### src/rotating_beacon_crossfade_unit_assert.svh
// Assertion macros shared by the rotating beacon crossfade RTL.
// The macros expect clock aclk and active-low reset aresetn in the including scope.
`ifndef ROTATING_BEACON_CROSSFADE_UNIT_ASSERT_SVH
`define ROTATING_BEACON_CROSSFADE_UNIT_ASSERT_SVH

// Consequent must hold in the same cycle as the antecedent.
`define RBCF_ASSERT_SAME(lbl, ante, cons, msg) \
    lbl: assert property (@(posedge aclk) disable iff (!aresetn) (ante) |-> (cons)) \
        else $error(msg);

// Consequent must hold in the cycle after the antecedent.
`define RBCF_ASSERT_NEXT(lbl, ante, cons, msg) \
    lbl: assert property (@(posedge aclk) disable iff (!aresetn) (ante) |=> (cons)) \
        else $error(msg);

`endif

### src/rbcf_pkg.sv
// Shared widths, register indexes and controller/datapath structs for the
// rotating beacon crossfade unit. No dependencies.
package rbcf_pkg;

    localparam int LED_COUNT_DEF = 8;

    localparam int COLOR_W  = 8;
    localparam int PERIOD_W = 30;
    localparam int TICKS_W  = 16;
    localparam int POS_W    = 8;
    localparam int DIVD_W   = PERIOD_W + 1;
    localparam int PROD_W   = PERIOD_W + POS_W;
    localparam int SQ_W     = 2 * PERIOD_W;
    localparam int FADE_STEPS = COLOR_W + 1;
    localparam int NUM_W    = SQ_W + FADE_STEPS + 1;
    localparam int CNT_W    = $clog2(DIVD_W);
    localparam int OUT_W    = 8 * COLOR_W;

    localparam int APB_AW = 4;
    localparam int APB_DW = 32;

    localparam logic [1:0] REG_RED    = 2'd0;
    localparam logic [1:0] REG_GREEN  = 2'd1;
    localparam logic [1:0] REG_BLUE   = 2'd2;
    localparam logic [1:0] REG_PERIOD = 2'd3;

    typedef struct packed {
        logic accept;
        logic phase_load;
        logic div_step;
        logic mul;
        logic pos_load;
        logic sq;
        logic fade_load;
        logic fade_step;
        logic out_load;
    } cmd_t;

    typedef struct packed {
        logic period_ok;
        logic out_free;
    } status_t;

endpackage

### src/rbcf_ctrl.sv
// Sequencing state machine of the crossfade unit; drives datapath commands.
// Depends on rbcf_pkg.
module rbcf_ctrl (
    input  logic              aclk,
    input  logic              aresetn,
    input  logic              s_tvalid,
    output logic              s_tready,
    input  rbcf_pkg::status_t status,
    output rbcf_pkg::cmd_t    cmd
);
    import rbcf_pkg::*;

    localparam logic [3:0] ST_IDLE  = 4'd0;
    localparam logic [3:0] ST_DIV1  = 4'd1;
    localparam logic [3:0] ST_MUL   = 4'd2;
    localparam logic [3:0] ST_POSLD = 4'd3;
    localparam logic [3:0] ST_DIV2  = 4'd4;
    localparam logic [3:0] ST_SQ    = 4'd5;
    localparam logic [3:0] ST_FLOAD = 4'd6;
    localparam logic [3:0] ST_FADE  = 4'd7;
    localparam logic [3:0] ST_OUT   = 4'd8;

    localparam logic [CNT_W-1:0] PHASE_LAST = CNT_W'(DIVD_W - 1);
    localparam logic [CNT_W-1:0] POS_LAST   = CNT_W'(POS_W - 1);
    localparam logic [CNT_W-1:0] FADE_LAST  = CNT_W'(FADE_STEPS - 1);

    logic [3:0]       state_reg, state_next;
    logic [CNT_W-1:0] cnt_reg, cnt_next;
    logic             cnt_done;

    assign cnt_done = cnt_reg == '0;
    assign s_tready = state_reg == ST_IDLE;

    always_comb begin
        state_next = state_reg;
        cnt_next   = cnt_reg;
        cmd        = '0;
        case (state_reg)
            ST_IDLE: begin
                if (s_tvalid) begin
                    cmd.accept = 1'b1;
                    if (status.period_ok) begin
                        cmd.phase_load = 1'b1;
                        cnt_next       = PHASE_LAST;
                        state_next     = ST_DIV1;
                    end else begin
                        state_next = ST_OUT;
                    end
                end
            end
            ST_DIV1: begin
                cmd.div_step = 1'b1;
                cnt_next     = cnt_reg - 1'b1;
                if (cnt_done) begin
                    state_next = ST_MUL;
                end
            end
            ST_MUL: begin
                cmd.mul    = 1'b1;
                state_next = ST_POSLD;
            end
            ST_POSLD: begin
                cmd.pos_load = 1'b1;
                cnt_next     = POS_LAST;
                state_next   = ST_DIV2;
            end
            ST_DIV2: begin
                cmd.div_step = 1'b1;
                cnt_next     = cnt_reg - 1'b1;
                if (cnt_done) begin
                    state_next = ST_SQ;
                end
            end
            ST_SQ: begin
                cmd.sq     = 1'b1;
                state_next = ST_FLOAD;
            end
            ST_FLOAD: begin
                cmd.fade_load = 1'b1;
                cnt_next      = FADE_LAST;
                state_next    = ST_FADE;
            end
            ST_FADE: begin
                cmd.fade_step = 1'b1;
                cnt_next      = cnt_reg - 1'b1;
                if (cnt_done) begin
                    state_next = ST_OUT;
                end
            end
            ST_OUT: begin
                if (status.out_free) begin
                    cmd.out_load = 1'b1;
                    state_next   = ST_IDLE;
                end
            end
            default: begin
                state_next = ST_IDLE;
            end
        endcase
    end

    always_ff @(posedge aclk) begin
        if (!aresetn) begin
            state_reg <= ST_IDLE;
            cnt_reg   <= '0;
        end else begin
            state_reg <= state_next;
            cnt_reg   <= cnt_next;
        end
    end

endmodule

### config.mk
export PLATFORM = sky130hd
export DESIGN_NAME = rbcf_ctrl
export DESIGN_NICKNAME = d
export VERILOG_FILES = /design/src/rotating_beacon_crossfade_unit_assert.svh /design/src/rbcf_pkg.sv /design/src/rbcf_ctrl.sv
export SDC_FILE = /design/constraint.sdc
export NUM_CORES = 1
export LEC_CHECK = 0
export ABC_AREA = 0
export BUFFER_PORTS_ARGS = -buffer_cell sky130_fd_sc_hd__buf_2
export CAP_MARGIN = 25
export CORE_MARGIN = 2
export CORE_UTILIZATION = 50
export CTS_BUF_LIST = sky130_fd_sc_hd__clkbuf_8
export DETAILED_ROUTE_END_ITERATION = 10
export HOLD_SLACK_MARGIN = 0.15
export PLACE_DENSITY = 0.77
export SLEW_MARGIN = 30
export SYNTH_ARGS = -nofsm -noshare
export SYNTH_HDL_FRONTEND = slang
export SYNTH_SLANG_ARGS = --single-unit
export TNS_END_PERCENT = 10
### constraint.sdc
create_clock -name aclk -period 1.4 [get_ports aclk]
set_input_delay 0.28 -clock aclk [delete_from_list [all_inputs] [get_ports aclk]]
set_output_delay 0.28 -clock aclk [all_outputs]
set_load 0.01 [all_outputs]
==> Yosys cells after proc, flatten, opt, wreduce, memory -nomap -nowiden <==
Index checks and enable logic that the tools add are counted.
{ "word_totals": {"reg_bits": 9, "latch_bits": 0, "mem_bits_rw": 0, "rom_bits": 0, "inputBits": 5, "out_inout_bits": 10, "mem_count": 0} }
{ "op_classes": {"n_addsub": 1, "multipliers": 0, "div": 0, "n_lt_le_gt_ge": 0, "n_eq_ne": 14, "shifts": 0, "mux": 21, "bitwise_logic": 0, "reduce_logical": 7} }
{ "op_table": {"columns": ["operator", "count"], "rows": [
  ["$pmux W4 S9", 1],
  ["$mux W4", 6],
  ["$pmux W5 S4", 1],
  ["$eq A4 B3 Y1 const B", 4],
  ["$mux W5", 2],
  ["$ne A2 B2 Y1 const B", 5],
  ["$mux W1", 9],
  ["$eq A4 B2 Y1 const B", 2],
  ["$logic_not A5 Y1", 1],
  ["$reduce_and A5 Y1", 1],
  ["$sub A5 B1 Y5 const B", 1],
  ["$eq A4 B1 Y1 const B", 1],
  ["$eq A4 B4 Y1 const B", 1],
  ["$logic_not A4 Y1", 1],
  ["$mux W2", 2],
  ["$reduce_bool A4 Y1", 1],
  ["$reduce_and A3 Y1", 1],
  ["$reduce_or A3 Y1", 1],
  ["$ne A2 B1 Y1 const B", 1],
  ["$reduce_or A2 Y1", 1]
]} }

==> Depth between registers and ports, before layout <==
{ "depth": {"ltp_word": 4, "mapped_depth": 7, "depth_no_buf": 6} }

==> Worst setup path after synthesis <==
No wires, ideal clock.
{ "synth_timing": {"path_type": "register to output", "start": "register state_reg[0]", "end": "output port cmd[7] (netlist name)", "t_arrival_ps": 1362, "t_required_ps": 1120, "slack_ps": -242, "stages_incl_launch_ff": 4, "path_cell_list": "dfxtp_1 > buf_2 > nor4_1 > and3_1"} }
{ "synth_lines": {"columns": ["element", "line_no", "source"], "rows": [
  ["start, declared", "rbcf_ctrl.sv:27", "logic [3:0] state_reg, state_next;"],
  ["start signal, assigned", "rbcf_ctrl.sv:107", "state_reg <= state_next;"],
  ["end, declared", "rbcf_ctrl.sv:9", "output rbcf_pkg::cmd_t cmd"]
]} }

==> Worst setup path after layout <==
{ "layout_timing": {"start": "register cnt_reg[0]", "end": "register state_reg[0]"} }
{ "layout_between": {"elab_chain_len": 3} }
{ "layout_lines": {"columns": ["element", "line_no", "source"], "rows": [
  ["start, declared", "rbcf_ctrl.sv:28", "logic [CNT_W-1:0] cnt_reg, cnt_next;"],
  ["start signal, assigned", "rbcf_ctrl.sv:108", "cnt_reg <= cnt_next;"],
  ["$logic_not A5 Y1 (*)", "rbcf_ctrl.sv:31", "assign cnt_done = cnt_reg == '0;"],
  ["$ne A2 B2 Y1 (no source line)", null, null],
  ["$reduce_and A5 Y1 (no source line) (*)", null, null]
]} }
Every way passes the cells marked *; elsewhere a longest branch is shown, timed or not.
A chain may end at the register's enable or synchronous reset.

==> results.cfg <==
[timing]
fmax_ghz = 0.627
finalHoldViolCount = 0
worst_slew_pin_slew_ns = 0.342
fin_ws_ns = -0.194
fin_skew_ns = 0.000642
fin_crit_sh_pct = 114
fin_crit_ns = 1.59
setup_viol = 19
slew_headroom_pct = 77.0
rsz0062_at_grt = true
slew_violations = 0

[floorplan]
die-area_um2 = 1780
start_util_pct = 54.6
dieHeight_um = 42.2
io_pins = 15
row_count = 13
die_x_um = 42.2
coreArea_um2 = 1330

[pwr]
p_per_area_nw_per_um2 = 2560
netSwitchingFraction_pct = 44.8
clkPwrFrac_pct = 9.6
combPwrFrac_pct = 72.6
cellInternalPower_w = 0.00169
power.switching_w = 0.00137
total_power_w = 0.00305
seq_power_share_pct = 17.8
ir_worst_vdd_mv = 1.66
p_leak_nw = 0.546

[flow_run]
cap_violations = 0

[yosys]
ys_seq_area_share_pct = 24.7
syn_avg_cell_area_um2 = 7.36
synthesis.area_um2 = 728
netlist_instances = 99
synth_seq_cells = 9
ys_warn_count = 0
syn_nets = 106
synth_cell_type_count = 38

[clocking]
numClockSinks = 9
cts_buffer_depth = 2
cts_max_level = 1
clk_latency_ns = 0.23
cts_buffers = 3
ctsHoldBuffers = 0
clk_pin_slew_ns = 0.04
cts_tree = done
clock-root-buffer = clkbuf_8

[worst_setup_path]
critPathMaxStageDelay_ns = 0.51
critPathKind = reg2reg
cpMaxStageDelayCell = or4b_4
cp.required_ns = 1.52
reg2regPathDepth = 6
path_max_fanout = 4
critPathLaunchType = register
path_cells = inv_2 > ha_1 > or4b_4 > nand2_2 > a211oi_2 > a211o_1
crit_arrival_ns = 1.71
end_kind = register

[placed_design]
place_area_um2 = 948
gp_congestion = 0.869
port-buffer-count = 14
preCtsSetupSlack_ns = -0.186
hpwl_um = 1610

[route]
drt-total-wl_um = 3030
first_pass_iters = 4
vias = 982
ant_nets = 0
drc_errors = 0
post_drt_via_cell_ratio = 6.55
drt-initial-drc-count = 63
avgRoutedWirePerCell_um = 20.2

[final_layout]
final_area_um2 = 1190
area_growth_pct = 63.9
fillCellCount = 53
finish.utilization_pct = 89.5
num-nets-final = 143
largest_reg_flops = 5
diodes = 0
mostFrequentLayoutCell = buf_4
drive_above_1_share_pct = 54.8
final_cell_mix = buf_4, buf_2, buf_6

[grt]
grt.total_usage_pct = 34.1
grt_max_degree = 10
grt_pass1_vias = 923
grt_first_pass_wirelength_um = 4600
grt_antenna_before_repair = 0
grt-ovfl-total = 0

[min_path]
hold_path_class = in2reg
holdPathStages = 3

[outcome]
violations = setup timing
status = complete, but fails checks
-- critical path: cells and delay by family (launching register included) --
kind            cells  cell delay [ns]
flops               1             0.32
compound gates      2             0.33
buf+inv             1             0.06
simple gates        2             0.61
fa+ha+maj           1             0.16
-- metal layers --
metal  global-route usage, %  vias to the layer above  wire length, µm
met5                       0                        -                0
met3                    11.2                       22              311
li1                        -                      431                -
met1                    44.1                      449             1180
met2                    54.5                       80             1400
met4                    8.75                        0              138
-- power by group through the flow --
stage	Combinational, W	Sequential [W]	Clock [W]
2_1_floorplan	0.00100	0.000432	0
5_1_grt	0.00232	0.000555	0.000306
3_5_place_dp	0.00152	0.000496	0
3_3_place_gp	0.00146	0.000491	0
6_report	0.00222	0.000544	0.000293
4_1_cts	0.00196	0.000518	0.000295
-- logic make-up (layout without fill, tap and decap cells) --
group / count (synthesis) / in the layout / synth area share [%]
flip-flops: 9 / 9 / 24.7
AO/OA/AOI/OAI: 27 / 27 / 25.6
XOR/XNOR: 2 / 2 / 2.41
adder cells (fa/ha/maj): 2 / 2 / 3.44
buffers and inverters: 16 / 52 / 11.3
multiplexers: 1 / 1 / 1.37
AND/OR/NAND/NOR: 42 / 42 / 31.1
-- cells in the mapped netlist, drive strengths merged --
master	number	area, µm²
a211o	1	8.76
a211oi	2	15.0
a21oi	8	40.0
a221oi	1	15.0
a31oi	2	12.5
and2	1	6.26
and3	2	12.5
buf	6	35.0
clkbuf	3	21.3
dfxtp	9	180
ha	2	25.0
inv	7	26.3
mux2i	1	10.0
nand2	6	25.0
nand2b	4	25.0
nand3	1	5.00
nand3b	2	15.0
nand4	1	6.26
nor2	11	41.3
nor2b	2	12.5
nor3	6	30.0
nor3b	2	15.0
nor4	1	6.26
nor4b	1	8.76
o2111ai	1	8.76
o211a	2	20.0
o21ai	5	25.0
o221ai	2	17.5
o22ai	1	6.26
o311ai	1	8.76
o31a	1	8.76
or4	1	7.51
or4b	1	10.0
xnor2	1	8.76
xor2	1	8.76
-- metrics by stage --
step	hold slack (ns)	TNS, ns	std cells
finish	0.389	-2.08	150
global route	0.396	-2.88	150
CTS	0.380	-1.30	150
detailed placement	0.565	-1.19	143
global placement	0.567	-0.659	143
floorplan	0.448	-0.287	99
-- what timing repair did --
| item | 4_1_cts | 5_1_grt |
|---|---|---|
| resized for setup | 33 | 11 |
| endpoints found under the setup margin | 19 | 19 |
| pin swaps | 9 | 1 |
| gates cloned | 0 | 0 |
| buffers inserted | 3 | 0 |
-- area by class of cell --
class	count	area (µm²)	share of cell area, %
well taps	15	18.8	1.57
inverters	7	26.3	2.20
multi-input cells	74	581	48.6
repair buffers	41	325	27.3
clock inverters	1	3.75	0.314
clock buffers	3	41.3	3.46
flip-flops and latches	9	198	16.6
-- final timing paths --
path | start | endpoint | slack, ns
hold reg to reg | cnt_reg[1] | cnt_reg[1] | 0.64
setup / recovery | cnt_reg[0] | state_reg[0] | -0.19
setup reg to reg | cnt_reg[0] | state_reg[0] | -0.19
hold / removal | aresetn | cnt_reg[4] | 0.39
(Power assumes the default switching activity.)
